$ cat src/hdl/spo2_pkg.sv
// Package of the saturation unit: widths, codes, reset values and control structs.
`default_nettype none
package spo2_pkg;

  localparam int SAMPLE_BITS_DEF = 10;
  localparam int COEF_W          = 16;
  localparam int RATIO_W         = 24;
  localparam int FRAC_W          = 16;
  localparam int INDEX_W         = 16;
  localparam int STATUS_W        = 2;
  localparam int MUL_W           = COEF_W + RATIO_W;
  localparam int ACC_W           = COEF_W + RATIO_W + 2;
  localparam int CFG_INDEX_W     = 3;
  localparam int CFG_DATA_W      = 16;

  localparam logic [CFG_INDEX_W-1:0] REG_WINDOW_LENGTH = 3'd0;
  localparam logic [CFG_INDEX_W-1:0] REG_COEF_HB_RED   = 3'd1;
  localparam logic [CFG_INDEX_W-1:0] REG_COEF_HB_NIR   = 3'd2;
  localparam logic [CFG_INDEX_W-1:0] REG_COEF_OXY_RED  = 3'd3;
  localparam logic [CFG_INDEX_W-1:0] REG_COEF_OXY_NIR  = 3'd4;

  localparam logic [CFG_DATA_W-1:0] WINDOW_LENGTH_RESET = 16'd250;
  localparam logic [COEF_W-1:0]     COEF_HB_RED_RESET   = 16'd15000;
  localparam logic [COEF_W-1:0]     COEF_HB_NIR_RESET   = 16'd2409;
  localparam logic [COEF_W-1:0]     COEF_OXY_RED_RESET  = 16'd1472;
  localparam logic [COEF_W-1:0]     COEF_OXY_NIR_RESET  = 16'd4816;

  typedef enum logic [STATUS_W-1:0] {
    STATUS_VALID   = 2'd0,
    STATUS_CLAMPED = 2'd1,
    STATUS_INVALID = 2'd2
  } status_t;

  typedef struct packed {
    logic take;
    logic set_invalid;
    logic mul_a;
    logic mul_b;
    logic div_ratio;
    logic clip;
    logic mul_n;
    logic mul_d;
    logic form;
    logic norm;
    logic div_sat;
    logic clamp_low;
    logic clamp_high;
    logic finish_sat;
    logic load_out;
  } ctrl_cmd_t;

  typedef struct packed {
    logic close;
    logic invalid;
    logic div_busy;
    logic den_zero;
    logic num_pos;
    logic num_neg;
    logic num_ge_den;
  } dp_status_t;

endpackage
`default_nettype wire

$ cat src/hdl/spo2_channels.sv
// Channel interfaces of the saturation unit: samples in, readings out, register writes.
`default_nettype none
interface spo2_sample_if #(parameter int SAMPLE_BITS = spo2_pkg::SAMPLE_BITS_DEF);
  logic                   valid;
  logic                   ready;
  logic [SAMPLE_BITS-1:0] red_sample;
  logic [SAMPLE_BITS-1:0] nir_sample;

  modport source (output valid, output red_sample, output nir_sample, input ready);
  modport sink   (input valid, input red_sample, input nir_sample, output ready);
endinterface

interface spo2_reading_if;
  import spo2_pkg::*;
  logic                valid;
  logic                ready;
  logic [FRAC_W-1:0]   saturation;
  logic [RATIO_W-1:0]  ratio;
  logic [INDEX_W-1:0]  reading_index;
  logic [STATUS_W-1:0] status;

  modport source (output valid, output saturation, output ratio, output reading_index,
                  output status, input ready);
  modport sink   (input valid, input saturation, input ratio, input reading_index,
                  input status, output ready);
endinterface

interface spo2_cfg_if;
  import spo2_pkg::*;
  logic                   valid;
  logic                   ready;
  logic [CFG_INDEX_W-1:0] index;
  logic [CFG_DATA_W-1:0]  data;

  modport source (output valid, output index, output data, input ready);
  modport sink   (input valid, input index, input data, output ready);
endinterface
`default_nettype wire

$ cat src/hdl/spo2_div.sv
// Shared restoring divider that produces one quotient bit per cycle.
`default_nettype none
module spo2_div #(
  parameter int QW = 2 * spo2_pkg::SAMPLE_BITS_DEF + spo2_pkg::FRAC_W,
  localparam int CW = $clog2(QW + 1)
) (
  input  logic                       clk,
  input  logic                       rst,
  input  logic                       start,
  input  logic [spo2_pkg::ACC_W-1:0] rem_init,
  input  logic [QW-1:0]              quo_init,
  input  logic [spo2_pkg::ACC_W-1:0] divisor,
  input  logic [CW-1:0]              steps,
  output logic                       busy,
  output logic [QW-1:0]              quo
);
  import spo2_pkg::*;

  logic [ACC_W-1:0] rem;
  logic [ACC_W-1:0] den;
  logic [ACC_W-1:0] trial;
  logic [CW-1:0]    count;
  logic             ge;

  assign trial = {rem[ACC_W-2:0], quo[QW-1]};
  assign ge    = (trial >= den);

  always_ff @(posedge clk) begin
    if (rst) begin
      busy  <= 1'b0;
      count <= '0;
    end else if (start) begin
      busy  <= 1'b1;
      count <= steps;
    end else if (busy) begin
      count <= count - CW'(1);
      busy  <= (count != CW'(1));
    end
  end

  always_ff @(posedge clk) begin
    if (start) begin
      rem <= rem_init;
      quo <= quo_init;
      den <= divisor;
    end else if (busy) begin
      rem <= ge ? (trial - den) : trial;
      quo <= {quo[QW-2:0], ge};
    end
  end

endmodule
`default_nettype wire

$ cat src/hdl/spo2_dpath.sv
// Datapath: window trackers, configuration registers, products, formula terms and results.
`default_nettype none
module spo2_dpath #(
  parameter int SAMPLE_BITS = spo2_pkg::SAMPLE_BITS_DEF
) (
  input  logic                             clk,
  input  logic                             rst,
  input  spo2_pkg::ctrl_cmd_t              cmd,
  output spo2_pkg::dp_status_t             st,
  input  logic [SAMPLE_BITS-1:0]           red_sample,
  input  logic [SAMPLE_BITS-1:0]           nir_sample,
  input  logic                             cfg_write,
  input  logic [spo2_pkg::CFG_INDEX_W-1:0] cfg_index,
  input  logic [spo2_pkg::CFG_DATA_W-1:0]  cfg_data,
  output logic [spo2_pkg::FRAC_W-1:0]      saturation,
  output logic [spo2_pkg::RATIO_W-1:0]     ratio,
  output logic [spo2_pkg::INDEX_W-1:0]     reading_index,
  output logic [spo2_pkg::STATUS_W-1:0]    status
);
  import spo2_pkg::*;

  localparam int PROD_W = 2 * SAMPLE_BITS;
  localparam int QW     = PROD_W + FRAC_W;
  localparam int CW     = $clog2(QW + 1);

  logic [CFG_DATA_W-1:0] window_length;
  logic [COEF_W-1:0]     coef_hb_red;
  logic [COEF_W-1:0]     coef_hb_nir;
  logic [COEF_W-1:0]     coef_oxy_red;
  logic [COEF_W-1:0]     coef_oxy_nir;

  logic [INDEX_W-1:0]     sample_count;
  logic [INDEX_W-1:0]     count_inc;
  logic [SAMPLE_BITS-1:0] red_peak, red_floor, nir_peak, nir_floor;
  logic [SAMPLE_BITS-1:0] red_peak_next, red_floor_next, nir_peak_next, nir_floor_next;
  logic [INDEX_W-1:0]     reading_count;

  logic [SAMPLE_BITS-1:0] snap_red_peak, snap_red_floor, snap_nir_peak, snap_nir_floor;
  logic [INDEX_W-1:0]     snap_index;
  logic [SAMPLE_BITS-1:0] red_span, nir_span;
  logic [PROD_W-1:0]      a_prod, b_prod;

  logic [FRAC_W-1:0]      res_sat;
  logic [RATIO_W-1:0]     res_ratio;
  status_t                res_status;
  logic [RATIO_W-1:0]     ratio_clip;

  logic [MUL_W-1:0]        p1;
  logic signed [ACC_W-1:0] p2;
  logic signed [COEF_W:0]  red_gap, nir_gap;
  logic signed [ACC_W-1:0] hr_shift, gap_shift;
  logic signed [ACC_W-1:0] num, den;

  logic             div_start;
  logic [ACC_W-1:0] div_rem_init;
  logic [QW-1:0]    div_quo_init;
  logic [ACC_W-1:0] div_divisor;
  logic [CW-1:0]    div_steps;
  logic             div_busy;
  logic [QW-1:0]    div_quo;

  assign count_inc      = sample_count + INDEX_W'(1);
  assign red_peak_next  = (red_sample > red_peak)  ? red_sample : red_peak;
  assign red_floor_next = (red_sample < red_floor) ? red_sample : red_floor;
  assign nir_peak_next  = (nir_sample > nir_peak)  ? nir_sample : nir_peak;
  assign nir_floor_next = (nir_sample < nir_floor) ? nir_sample : nir_floor;

  assign st.close      = (count_inc >= window_length);
  assign st.invalid    = (snap_red_floor == '0) || (snap_nir_floor == '0) ||
                         (snap_nir_peak == snap_nir_floor);
  assign st.div_busy   = div_busy;
  assign st.den_zero   = (den == '0);
  assign st.num_neg    = num[ACC_W-1];
  assign st.num_pos    = !num[ACC_W-1] && (num != '0);
  assign st.num_ge_den = (num >= den);

  always_ff @(posedge clk) begin
    if (rst) begin
      window_length <= WINDOW_LENGTH_RESET;
      coef_hb_red   <= COEF_HB_RED_RESET;
      coef_hb_nir   <= COEF_HB_NIR_RESET;
      coef_oxy_red  <= COEF_OXY_RED_RESET;
      coef_oxy_nir  <= COEF_OXY_NIR_RESET;
    end else if (cfg_write) begin
      unique case (cfg_index)
        REG_WINDOW_LENGTH: window_length <= cfg_data;
        REG_COEF_HB_RED:   coef_hb_red   <= cfg_data;
        REG_COEF_HB_NIR:   coef_hb_nir   <= cfg_data;
        REG_COEF_OXY_RED:  coef_oxy_red  <= cfg_data;
        REG_COEF_OXY_NIR:  coef_oxy_nir  <= cfg_data;
        default: begin
        end
      endcase
    end
  end

  // Trackers restart on the sample that closes the window.
  always_ff @(posedge clk) begin
    if (rst) begin
      sample_count  <= '0;
      red_peak      <= '0;
      red_floor     <= '1;
      nir_peak      <= '0;
      nir_floor     <= '1;
      reading_count <= '0;
    end else if (cmd.take) begin
      if (st.close) begin
        sample_count  <= '0;
        red_peak      <= '0;
        red_floor     <= '1;
        nir_peak      <= '0;
        nir_floor     <= '1;
        reading_count <= reading_count + INDEX_W'(1);
      end else begin
        sample_count <= count_inc;
        red_peak     <= red_peak_next;
        red_floor    <= red_floor_next;
        nir_peak     <= nir_peak_next;
        nir_floor    <= nir_floor_next;
      end
    end
  end

  always_ff @(posedge clk) begin
    if (cmd.take && st.close) begin
      snap_red_peak  <= red_peak_next;
      snap_red_floor <= red_floor_next;
      snap_nir_peak  <= nir_peak_next;
      snap_nir_floor <= nir_floor_next;
      snap_index     <= reading_count;
    end
  end

  assign red_span = snap_red_peak - snap_red_floor;
  assign nir_span = snap_nir_peak - snap_nir_floor;

  always_ff @(posedge clk) begin
    if (cmd.mul_a) begin
      a_prod <= PROD_W'(red_span) * PROD_W'(snap_nir_floor);
    end
    if (cmd.mul_b) begin
      b_prod <= PROD_W'(snap_red_floor) * PROD_W'(nir_span);
    end
  end

  assign div_start    = cmd.div_ratio || cmd.div_sat;
  assign div_rem_init = cmd.div_sat ? $unsigned(num) : '0;
  assign div_quo_init = cmd.div_sat ? '0 : {a_prod, {FRAC_W{1'b0}}};
  assign div_divisor  = cmd.div_sat ? $unsigned(den) : ACC_W'(b_prod);
  assign div_steps    = cmd.div_sat ? CW'(FRAC_W) : CW'(QW);

  spo2_div #(.QW(QW)) u_div (
    .clk      (clk),
    .rst      (rst),
    .start    (div_start),
    .rem_init (div_rem_init),
    .quo_init (div_quo_init),
    .divisor  (div_divisor),
    .steps    (div_steps),
    .busy     (div_busy),
    .quo      (div_quo)
  );

  assign ratio_clip = (|div_quo[QW-1:RATIO_W]) ? '1 : div_quo[RATIO_W-1:0];

  assign red_gap   = $signed({1'b0, coef_hb_red}) - $signed({1'b0, coef_oxy_red});
  assign nir_gap   = $signed({1'b0, coef_hb_nir}) - $signed({1'b0, coef_oxy_nir});
  assign hr_shift  = $signed(ACC_W'({coef_hb_red, {FRAC_W{1'b0}}}));
  assign gap_shift = ACC_W'($signed({red_gap, {FRAC_W{1'b0}}}));

  always_ff @(posedge clk) begin
    if (cmd.mul_n) begin
      p1 <= MUL_W'(coef_hb_nir) * MUL_W'(res_ratio);
    end
    if (cmd.mul_d) begin
      p2 <= nir_gap * $signed({1'b0, res_ratio});
    end
    if (cmd.form) begin
      num <= hr_shift - $signed(ACC_W'(p1));
      den <= gap_shift - p2;
    end else if (cmd.norm && den[ACC_W-1]) begin
      num <= -num;
      den <= -den;
    end
  end

  always_ff @(posedge clk) begin
    if (cmd.set_invalid) begin
      res_sat    <= '0;
      res_ratio  <= '0;
      res_status <= STATUS_INVALID;
    end
    if (cmd.clip) begin
      res_ratio <= ratio_clip;
    end
    if (cmd.clamp_low) begin
      res_sat    <= '0;
      res_status <= STATUS_CLAMPED;
    end
    if (cmd.clamp_high) begin
      res_sat    <= '1;
      res_status <= STATUS_CLAMPED;
    end
    if (cmd.finish_sat) begin
      res_sat    <= div_quo[FRAC_W-1:0];
      res_status <= STATUS_VALID;
    end
  end

  always_ff @(posedge clk) begin
    if (cmd.load_out) begin
      saturation    <= res_sat;
      ratio         <= res_ratio;
      reading_index <= snap_index;
      status        <= res_status;
    end
  end

endmodule
`default_nettype wire

$ cat src/hdl/spo2_ctrl.sv
// Controller: sequences sample intake and the reading computation, and owns the output valid.
`default_nettype none
module spo2_ctrl (
  input  logic                 clk,
  input  logic                 rst,
  input  logic                 in_valid,
  output logic                 in_ready,
  output logic                 out_valid,
  input  logic                 out_ready,
  input  spo2_pkg::dp_status_t st,
  output spo2_pkg::ctrl_cmd_t  cmd
);
  import spo2_pkg::*;

  typedef enum logic [14:0] {
    ST_IDLE    = 15'h0001,
    ST_CHECK   = 15'h0002,
    ST_MUL_A   = 15'h0004,
    ST_MUL_B   = 15'h0008,
    ST_START_R = 15'h0010,
    ST_DIV_R   = 15'h0020,
    ST_CLIP    = 15'h0040,
    ST_MUL_N   = 15'h0080,
    ST_MUL_D   = 15'h0100,
    ST_FORM    = 15'h0200,
    ST_NORM    = 15'h0400,
    ST_DECIDE  = 15'h0800,
    ST_DIV_S   = 15'h1000,
    ST_DONE    = 15'h2000,
    ST_SPARE   = 15'h4000
  } state_t;

  state_t state, state_next;
  logic   out_valid_next;

  assign in_ready = (state == ST_IDLE);

  always_comb begin
    state_next = state;
    cmd        = '0;
    unique case (state)
      ST_IDLE: begin
        if (in_valid) begin
          cmd.take = 1'b1;
          if (st.close) begin
            state_next = ST_CHECK;
          end
        end
      end
      ST_CHECK: begin
        if (st.invalid) begin
          cmd.set_invalid = 1'b1;
          state_next      = ST_DONE;
        end else begin
          state_next = ST_MUL_A;
        end
      end
      ST_MUL_A: begin
        cmd.mul_a  = 1'b1;
        state_next = ST_MUL_B;
      end
      ST_MUL_B: begin
        cmd.mul_b  = 1'b1;
        state_next = ST_START_R;
      end
      ST_START_R: begin
        cmd.div_ratio = 1'b1;
        state_next    = ST_DIV_R;
      end
      ST_DIV_R: begin
        if (!st.div_busy) begin
          state_next = ST_CLIP;
        end
      end
      ST_CLIP: begin
        cmd.clip   = 1'b1;
        state_next = ST_MUL_N;
      end
      ST_MUL_N: begin
        cmd.mul_n  = 1'b1;
        state_next = ST_MUL_D;
      end
      ST_MUL_D: begin
        cmd.mul_d  = 1'b1;
        state_next = ST_FORM;
      end
      ST_FORM: begin
        cmd.form   = 1'b1;
        state_next = ST_NORM;
      end
      ST_NORM: begin
        if (st.den_zero) begin
          cmd.clamp_high = st.num_pos;
          cmd.clamp_low  = !st.num_pos;
          state_next     = ST_DONE;
        end else begin
          cmd.norm   = 1'b1;
          state_next = ST_DECIDE;
        end
      end
      ST_DECIDE: begin
        priority if (st.num_neg) begin
          cmd.clamp_low = 1'b1;
          state_next    = ST_DONE;
        end else if (st.num_ge_den) begin
          cmd.clamp_high = 1'b1;
          state_next     = ST_DONE;
        end else begin
          cmd.div_sat = 1'b1;
          state_next  = ST_DIV_S;
        end
      end
      ST_DIV_S: begin
        if (!st.div_busy) begin
          cmd.finish_sat = 1'b1;
          state_next     = ST_DONE;
        end
      end
      ST_DONE: begin
        if (!out_valid || out_ready) begin
          cmd.load_out = 1'b1;
          state_next   = ST_IDLE;
        end
      end
      default: begin
        state_next = ST_IDLE;
      end
    endcase
  end

  always_comb begin
    priority if (cmd.load_out) begin
      out_valid_next = 1'b1;
    end else if (out_ready) begin
      out_valid_next = 1'b0;
    end else begin
      out_valid_next = out_valid;
    end
  end

  always_ff @(posedge clk) begin
    if (rst) begin
      state     <= ST_IDLE;
      out_valid <= 1'b0;
    end else begin
      state     <= state_next;
      out_valid <= out_valid_next;
    end
  end

endmodule
`default_nettype wire

$ cat src/hdl/spo2_ratio_of_ratios_unit.sv
// Top level of the ratio-of-ratios oxygen saturation unit.
//
//   channel   dir  payload                                         transaction when
//   sample    in   red_sample, nir_sample                           valid && ready
//   reading   out  saturation, ratio, reading_index, status         valid && ready
//   cfg       in   index, data                                      valid && ready
//
// A sample that does not close the window is taken and the unit stays ready for the next.
// A closing sample starts a reading computed on the shared divider, which resolves
// one quotient bit per cycle (ratio, then saturation fraction); no sample is taken until it is finished.
// A finished reading waits in the output register; samples are taken meanwhile,
// and the next reading stalls only if it is ready before that register empties.
// Synchronous reset; no clearing pass. Configuration writes are always taken.
`default_nettype none
module spo2_ratio_of_ratios_unit #(
  parameter int SAMPLE_BITS = spo2_pkg::SAMPLE_BITS_DEF
) (
  input logic           clk,
  input logic           rst,
  spo2_sample_if.sink   sample,
  spo2_reading_if.source reading,
  spo2_cfg_if.sink      cfg
);
  import spo2_pkg::*;

  ctrl_cmd_t  cmd;
  dp_status_t st;

  assign cfg.ready = 1'b1;

  spo2_ctrl u_ctrl (
    .clk       (clk),
    .rst       (rst),
    .in_valid  (sample.valid),
    .in_ready  (sample.ready),
    .out_valid (reading.valid),
    .out_ready (reading.ready),
    .st        (st),
    .cmd       (cmd)
  );

  spo2_dpath #(.SAMPLE_BITS(SAMPLE_BITS)) u_dpath (
    .clk           (clk),
    .rst           (rst),
    .cmd           (cmd),
    .st            (st),
    .red_sample    (sample.red_sample),
    .nir_sample    (sample.nir_sample),
    .cfg_write     (cfg.valid && cfg.ready),
    .cfg_index     (cfg.index),
    .cfg_data      (cfg.data),
    .saturation    (reading.saturation),
    .ratio         (reading.ratio),
    .reading_index (reading.reading_index),
    .status        (reading.status)
  );

endmodule
`default_nettype wire

$ cat src/flat_wrapper.sv
// flat-port wrapper written by rule: the top's interface ports become plain ports
module spo2_ratio_of_ratios_unit_flat import spo2_pkg::*;
#(
  parameter int SAMPLE_BITS = spo2_pkg::SAMPLE_BITS_DEF
)
  (clk, rst, sample_valid, sample_red_sample, sample_nir_sample, sample_ready, reading_valid, reading_saturation, reading_ratio, reading_reading_index, reading_status, reading_ready, cfg_valid, cfg_index, cfg_data, cfg_ready);
  spo2_sample_if #(.SAMPLE_BITS(SAMPLE_BITS)) sample_i ();
  spo2_reading_if reading_i ();
  spo2_cfg_if cfg_i ();
  input logic clk;
  input logic rst;
  input wire logic [$bits(sample_i.valid)-1:0] sample_valid;
  input wire logic [$bits(sample_i.red_sample)-1:0] sample_red_sample;
  input wire logic [$bits(sample_i.nir_sample)-1:0] sample_nir_sample;
  output wire logic [$bits(sample_i.ready)-1:0] sample_ready;
  output wire logic [$bits(reading_i.valid)-1:0] reading_valid;
  output wire logic [$bits(reading_i.saturation)-1:0] reading_saturation;
  output wire logic [$bits(reading_i.ratio)-1:0] reading_ratio;
  output wire logic [$bits(reading_i.reading_index)-1:0] reading_reading_index;
  output wire logic [$bits(reading_i.status)-1:0] reading_status;
  input wire logic [$bits(reading_i.ready)-1:0] reading_ready;
  input wire logic [$bits(cfg_i.valid)-1:0] cfg_valid;
  input wire logic [$bits(cfg_i.index)-1:0] cfg_index;
  input wire logic [$bits(cfg_i.data)-1:0] cfg_data;
  output wire logic [$bits(cfg_i.ready)-1:0] cfg_ready;
  assign sample_i.valid = sample_valid;
  assign sample_i.red_sample = sample_red_sample;
  assign sample_i.nir_sample = sample_nir_sample;
  assign sample_ready = sample_i.ready;
  assign reading_valid = reading_i.valid;
  assign reading_saturation = reading_i.saturation;
  assign reading_ratio = reading_i.ratio;
  assign reading_reading_index = reading_i.reading_index;
  assign reading_status = reading_i.status;
  assign reading_i.ready = reading_ready;
  assign cfg_i.valid = cfg_valid;
  assign cfg_i.index = cfg_index;
  assign cfg_i.data = cfg_data;
  assign cfg_ready = cfg_i.ready;
  spo2_ratio_of_ratios_unit #(.SAMPLE_BITS(SAMPLE_BITS)) u_core (.clk(clk), .rst(rst), .sample(sample_i), .reading(reading_i), .cfg(cfg_i));
endmodule
$ cat config.mk
export PLATFORM = sky130hd
export DESIGN_NAME = spo2_ratio_of_ratios_unit_flat
export DESIGN_NICKNAME = d
export VERILOG_FILES = /design/src/hdl/spo2_pkg.sv /design/src/hdl/spo2_channels.sv /design/src/hdl/spo2_div.sv /design/src/hdl/spo2_dpath.sv /design/src/hdl/spo2_ctrl.sv /design/src/hdl/spo2_ratio_of_ratios_unit.sv /design/src/flat_wrapper.sv
export SDC_FILE = /design/constraint.sdc
export NUM_CORES = 2
export LEC_CHECK = 0
export BUFFER_PORTS_ARGS = -buffer_cell sky130_fd_sc_hd__buf_2
export CORE_ASPECT_RATIO = 1.5
export CORE_MARGIN = 8
export CORE_UTILIZATION = 35
export CTS_CLUSTER_SIZE = 28
export DETAILED_ROUTE_END_ITERATION = 6
export PLACE_DENSITY = 0.57
export SLEW_MARGIN = 20
export SYNTH_ARGS = -nofsm -noshare
export SYNTH_HDL_FRONTEND = slang
export SYNTH_SLANG_ARGS = --single-unit
$ cat constraint.sdc
create_clock -name clk -period 8.3 [get_ports clk]
set_clock_uncertainty 0.1 [all_clocks]
set_input_delay 1.245 -clock clk [delete_from_list [all_inputs] [get_ports clk]]
set_output_delay 1.245 -clock clk [all_outputs]
set_load 0.02 [all_outputs]
# After elaboration in Yosys (flattened, before gate mapping)

Index checks and enable logic that the tools add are counted.

Register bits after elaboration: 656
Bits in latches: 0
Memories kept: 0
RAM bits: 0
Output and inout port bits: 61
Word-level logic and storage cells: 189
Input port bits: 44
Memory bits (read-only): 0

$lt $le $gt $ge: 7
Muxes and demuxes: 73
Multiply operators: 4
Equal/unequal tests: 25
Bitwise gates (word level): 0
Reductions and logical operators: 30
Divide/modulo/power cells: 0
Add/subtract/negate cells: 12
Shift-type cells: 0

Operators with widths:

| cell                                           | number |
|---|---|
| one-hot mux 15 bit (14 select lines)           | 1 |
| two-way mux 42 bit                             | 4 |
| two-way mux 41 bit                             | 4 |
| two-way mux 36 bit                             | 3 |
| greater-or-equal comparator 42 bit             | 2 |
| negator 42 bit                                 | 2 |
| two-way mux 10 bit                             | 8 |
| two-way mux 16 bit                             | 5 |
| two-way mux 15 bit                             | 5 |
| two-way mux 24 bit                             | 3 |
| two-way mux 14 bit                             | 4 |
| zero test 42 bit                               | 1 |
| multiplier 17 x 25 -> 42 bit                   | 1 |
| nonzero test 42 bit                            | 1 |
| subtractor 33 x 42 -> 42 bit                   | 1 |
| subtractor 32 x 40 -> 41 bit                   | 1 |
| subtractor 41 bit                              | 1 |
| multiplier 10 x 10 -> 20 bit                   | 2 |
| multiplier 16 x 24 -> 40 bit                   | 1 |
| subtractor 16 x 16 -> 17 bit                   | 2 |
| adder 16 x 1 -> 16 bit (second input constant) | 2 |
| two-way mux 1 bit                              | 30 |
| greater-than comparator 10 bit                 | 2 |
| zero test 10 bit                               | 2 |
| other kinds (40)                               | 63 |

# Longest topological paths before layout

Depth after elaboration: 9
Mapped depth: 38
Depth with buffers taken out: 35

# Hierarchy

A second synthesis with hierarchy kept.

Cell total of the unflattened synthesis: 7,324
Area total of the unflattened synthesis: 68,304.3 um^2

Modules (own cells, without submodules):

| module                    | cells each | sequential area each (um^2) | times used | area an instance (um^2) |
|---|---|---|---|---|
| spo2_dpath                | 6,451      | 13,893.3                    | 1          | 59,517.1 |
| spo2_div                  | 739        | 3,713.6                     | 1          | 7,732.4 |
| spo2_ctrl                 | 132        | 300.3                       | 1          | 1,043.5 |
| spo2_ratio_of_ratios_unit | 2          | 0.0                         | 1          | 11.3 |

# Worst setup path after synthesis

Ideal clock, no wire load.

Kind: register -> register
Start: register u_core.u_dpath.coef_hb_nir[0]
End: register u_core.u_dpath.p2[41], data pin
Clock period less this slack: 8,656 ps
Arrival: 8,296 ps
Path buffers: 2
Required time: 7,940 ps
Setup time: 260 ps
Path slack: -356 ps
Cell stages (with the launch flop): 35
Cells stage by stage: dfxtp_1 > clkbuf_1 > inv_1 > ha_1 > fa_1 > nor2b_1 > o21ai_1 > a21boi_1 > o21ai_1 > a21boi_1 > o2111ai_1 > nand3_1 > a2111oi_0 > or3b_1 > clkbuf_1 > and2_1 > fa_1 > fa_1 > fa_1 > fa_1 > fa_1 > inv_1 > fa_1 > inv_1 > ha_1 > and3_1 > a31oi_1 > o21ai_1 > nor3_2 > a211oi_1 > o31ai_2 > o21ai_1 > a221o_1 > a21oi_1 > xnor2_1

Word-level cells in the longest chain between the ends: 2

RTL lines:

| item                         | RTL line          | RTL |
|---|---|---|
| start: declaration           | spo2_dpath.sv:28  | `logic [COEF_W-1:0] coef_hb_nir;` |
| start signal: assignment     | spo2_dpath.sv:88  | `REG_COEF_HB_NIR: coef_hb_nir <= cfg_data;` |
| subtractor 16 x 16 -> 17 bit | spo2_dpath.sv:167 | `assign nir_gap = $signed({1'b0, coef_hb_nir}) - $signed({1'b0, coef_oxy_nir});` |
| multiplier 17 x 25 -> 42 bit | spo2_dpath.sv:176 | `p2 <= nir_gap * $signed({1'b0, res_ratio});` |
| end signal: assignment       | spo2_dpath.sv:176 |  |
| end: declaration             | spo2_dpath.sv:49  | `logic signed [ACC_W-1:0] p2;` |

Every way passes these cells.
A chain may end at the register's enable or synchronous reset.

# Worst setup path in the final report

Same ends and word-level chain as after synthesis.

==> results.py <==
metrics = {
    "critical_path": {
        "required_ns": 8.61,
        "path_class": "register to register",
        "cp_slowest_cell": "fa_1",
        "regToRegSetupSlack_ns": 0.05,
        "r2r_cells": 33,
        "r2r-end": "u_core.u_dpath.p2[41]",
        "crit_path_start_kind": "register",
        "slowest_delay_ns": 0.58,
        "path_common_cell": "fa_1",
        "crit_arrival_ns": 8.57,
        "worstPathMaxFanout": 6,
        "cp-end-kind": "register",
        "r2r_start": "u_core.u_dpath.coef_hb_nir[0]",
    },
    "synthesis": {
        "synth_ff_type": "edfxtp_1",
        "yosysWarnings": 0,
        "ys_seq_area_share_pct": 26.3,
        "synth_edf_count": 479,
        "ys_ff_latch": 655,
        "synth_cell_type_count": 104,
        "syn_nets": 8743,
        "async_reset_ff_share_pct": 0,
        "syn_area_per_cell_sq_um": 9.28,
        "netlist_area_sq_um": 68100,
        "postSynthCellCount": 7333,
    },
    "outcome": {
        "status": "complete, no violations",
    },
    "routing": {
        "drt_pass1_iterations": 6,
        "drt_wl_total_um": 206000,
        "drtIter0Drc": 3519,
        "drtAntennaViolNets": 0,
        "post_drt_wl_per_cell_um": 20.4,
        "route.detailed.drc": 0,
        "routed_via_density": 5.15,
        "vias": 52100,
    },
    "layout": {
        "regArea_sq_um": 17900,
        "layout.nets": 8854,
        "final_area_sq_um": 75900,
        "area_growth_syn_to_layout_pct": 11.4,
        "drive_gt1_share_pct": 8.57,
        "multiInputGateArea_sq_um": 45100,
        "num-fill-cells": 19600,
    },
    "clock_tree": {
        "clkTransAtPathRegs_ns": 0.07,
        "cts_tree": "done",
        "cts_hold_buf": 0,
        "cts_sinks": 655,
        "cts_root_buf": "clkbuf_16",
        "cts.path.max_buffers": 3,
        "h-tree-depth": 3,
        "worstSkewPairLatency_ns": 0.70,
        "cts_buffers": 76,
    },
    "global_route": {
        "grt_max_degree": 102,
        "met3_usage_pct": 2.22,
        "grt_pass1_vias": 55000,
        "grt_pass1_wl_um": 319000,
        "antenna_found_initial": 13,
        "use_met1_pct": 22.6,
        "grt_overflow_total": 0,
        "top_usage_layer": "met2",
        "groute.usage.overall_pct": 19.5,
        "grt_util_met2_pct": 35.8,
    },
    "die": {
        "design.core.area_sq_um": 194000,
        "die_area_sq_um": 209000,
        "start_util_pct": 35.1,
        "rows": 198,
        "die-width_um": 376,
        "die_h_um": 556,
        "num_io_pins": 105,
    },
    "timing": {
        "fin_crit_ns": 8.25,
        "maxClockFrequency_mhz": 121,
        "rsz0062_at_grt": "true",
        "worst_pin_slew_ns": 1.09,
        "fin_crit_sh_pct": 99.4,
        "max_slew_margin_pct": 27.0,
        "slew_viol_final": 0,
        "hold_violations": 0,
        "setup_viol": 0,
    },
    "placed_design": {
        "post_dp_cell_area_sq_um": 72700,
        "place_hpwl_um": 162000,
        "routabilityCongestion": 0.920,
        "port_buffers": 103,
    },
    "hold_path": {
        "hold_path_end": "u_core.u_dpath.reading_index[12]",
        "min_from": "u_core.u_dpath.snap_index[12]",
        "hold_class": "register to register",
        "whs_path_depth": 0,
    },
    "job": {
        "drv_cap": 0,
    },
}
[sequential cells by signal, summed over array words and instances (netlist names), 14 cells and up]
register,count
u_core.u_dpath.a_prod,20
u_core.u_dpath.b_prod,20
u_core.u_dpath.res_ratio,24
u_core.u_dpath.p1,40
u_core.u_dpath.sample_count,16
u_core.u_dpath.reading_count,16
u_core.u_dpath.p2,42
u_core.u_dpath.ratio,24
u_core.u_dpath.window_length,16
u_core.u_ctrl.state,14
u_core.u_dpath.snap_index,16
u_core.u_dpath.coef_hb_nir,16
u_core.u_dpath.u_div.quo,36
u_core.u_dpath.u_div.den,42
u_core.u_dpath.res_sat,16
u_core.u_dpath.coef_hb_red,16
u_core.u_dpath.den,42
u_core.u_dpath.coef_oxy_red,16
u_core.u_dpath.coef_oxy_nir,16
u_core.u_dpath.reading_index,16
u_core.u_dpath.num,42
u_core.u_dpath.u_div.rem,41
u_core.u_dpath.saturation,16
[cell type report]
class / count / share of cell area, %
Inverter: 1204 / 5.96
Multi-Input combinational cell: 5178 / 59.5
Antenna cell: 6 / 0.0198
Sequential cell: 655 / 23.6
Clock buffer: 102 / 2.78
Tap cell: 2600 / 4.29
Clock inverter: 38 / 0.586
Timing Repair Buffer: 329 / 3.28
[through the flow]
stage / instances / hold WS (ns) / setup WS, ns / setup TNS [ns] / utilization, %
finish: 10100 / 0.296 / 0.0472 / 0 / 39.2
global placement: 9943 / 0.304 / -0.238 / -0.660 / 37.5
detailed placement: 9945 / 0.307 / -0.350 / -1.44 / 37.5
floorplan: 7333 / 0.300 / 0.0144 / 0 / -
CTS: 10100 / 0.298 / -0.0402 / -0.0688 / 38.9
global route: 10100 / 0.310 / -0.235 / -0.917 / 39.1
[Yosys cell counts, types with 132 or more instances]
cell type | count | area [sq um]
a21o_1 | 132 | 991
a21oi_1 | 264 | 1320
and2_1 | 376 | 2350
clkbuf_1 | 271 | 1020
dfxtp_1 | 176 | 3520
edfxtp_1 | 479 | 14400
fa_1 | 764 | 15300
ha_1 | 602 | 7530
inv_1 | 1201 | 4510
nand2_1 | 1031 | 3870
nor2_1 | 359 | 1350
o21ai_0 | 200 | 1000
xnor2_1 | 210 | 1840
[cell families after synthesis]
family | count (synthesis) | share of synthesized area (%)
AOI/OAI and AO/OA | 1002 | 9.46
buffers and inverters | 1500 | 8.33
muxes | 58 | 0.923
other | 1 | 0.00551
DFF | 655 | 26.3
xor gates and xnor gates | 325 | 4.18
adders and majority gates | 1366 | 33.5
and+or+nand+nor | 2426 | 17.3
[worst max-delay path: cells and delay by family, from the launching register on]
| kind | cells | cell delay, ns |
|---|---|---|
| buffers and inverters | 4 | 0.31 |
| adders and majority gates | 9 | 3.83 |
| and+or+nand+nor | 6 | 1.32 |
| xor gates and xnor gates | 1 | 0.08 |
| DFF | 1 | 0.33 |
| AOI/OAI and AO/OA | 13 | 1.99 |
[cell usage in the layout, fill, tap and decap left out, types with 43 or more instances in the layout]
| master | Yosys | layout |
|---|---|---|
| a21o_1 | 132 | 132 |
| a21oi_1 | 264 | 256 |
| and2_1 | 376 | 374 |
| and3_1 | 47 | 45 |
| buf_2 | 13 | 102 |
| buf_4 | 5 | 200 |
| clkbuf_16 | 0 | 77 |
| dfxtp_1 | 176 | 173 |
| edfxtp_1 | 479 | 479 |
| fa_1 | 764 | 756 |
| ha_1 | 602 | 592 |
| inv_1 | 1201 | 1193 |
| nand2_1 | 1031 | 1027 |
| nand3_1 | 114 | 107 |
| nand3b_1 | 52 | 52 |
| nand4_1 | 43 | 43 |
| nor2_1 | 359 | 354 |
| nor2b_1 | 96 | 92 |
| nor3_1 | 93 | 90 |
| o21ai_0 | 200 | 195 |
| o21ai_1 | 75 | 71 |
| xnor2_1 | 210 | 204 |
| xor2_1 | 115 | 113 |
[how the worst max path moves through the flow]
| stage | depth (start not counted) | start | slack [ns] | to |
|---|---|---|---|---|
| after floorplan | 34 | u_core.u_dpath.coef_hb_nir[0] | 0.01 | u_core.u_dpath.p2[41] |
| after global placement | 33 | u_core.u_dpath.coef_hb_nir[0] | -0.24 | u_core.u_dpath.p2[41] |
| after detailed placement | 33 | u_core.u_dpath.coef_oxy_nir[1] | -0.35 | u_core.u_dpath.p2[41] |
| after CTS | 34 | u_core.u_dpath.coef_hb_nir[0] | -0.04 | u_core.u_dpath.p2[41] |
| after global routing | 33 | u_core.u_dpath.coef_hb_nir[0] | -0.23 | u_core.u_dpath.p2[41] |
| final | 33 | u_core.u_dpath.coef_hb_nir[0] | 0.05 | u_core.u_dpath.p2[41] |
[metal layers]
metal  share of wire (%)  vias up
met1                  39    26300
li1                    -    24000
met3                 4.7      415
met2                  51     1388
met4                 5.2        2
met5              0.0063        -
[timing repair]
action	in CTS	in global routing
resized for setup	39	65
setup endpoints to repair	11	17
pin swaps	35	70
buffers inserted	8	12
gates cloned	1	0
Power is left out: the tool's default activity adds up to more than one toggle a clock period on the data nets, which glitch-free logic cannot reach.
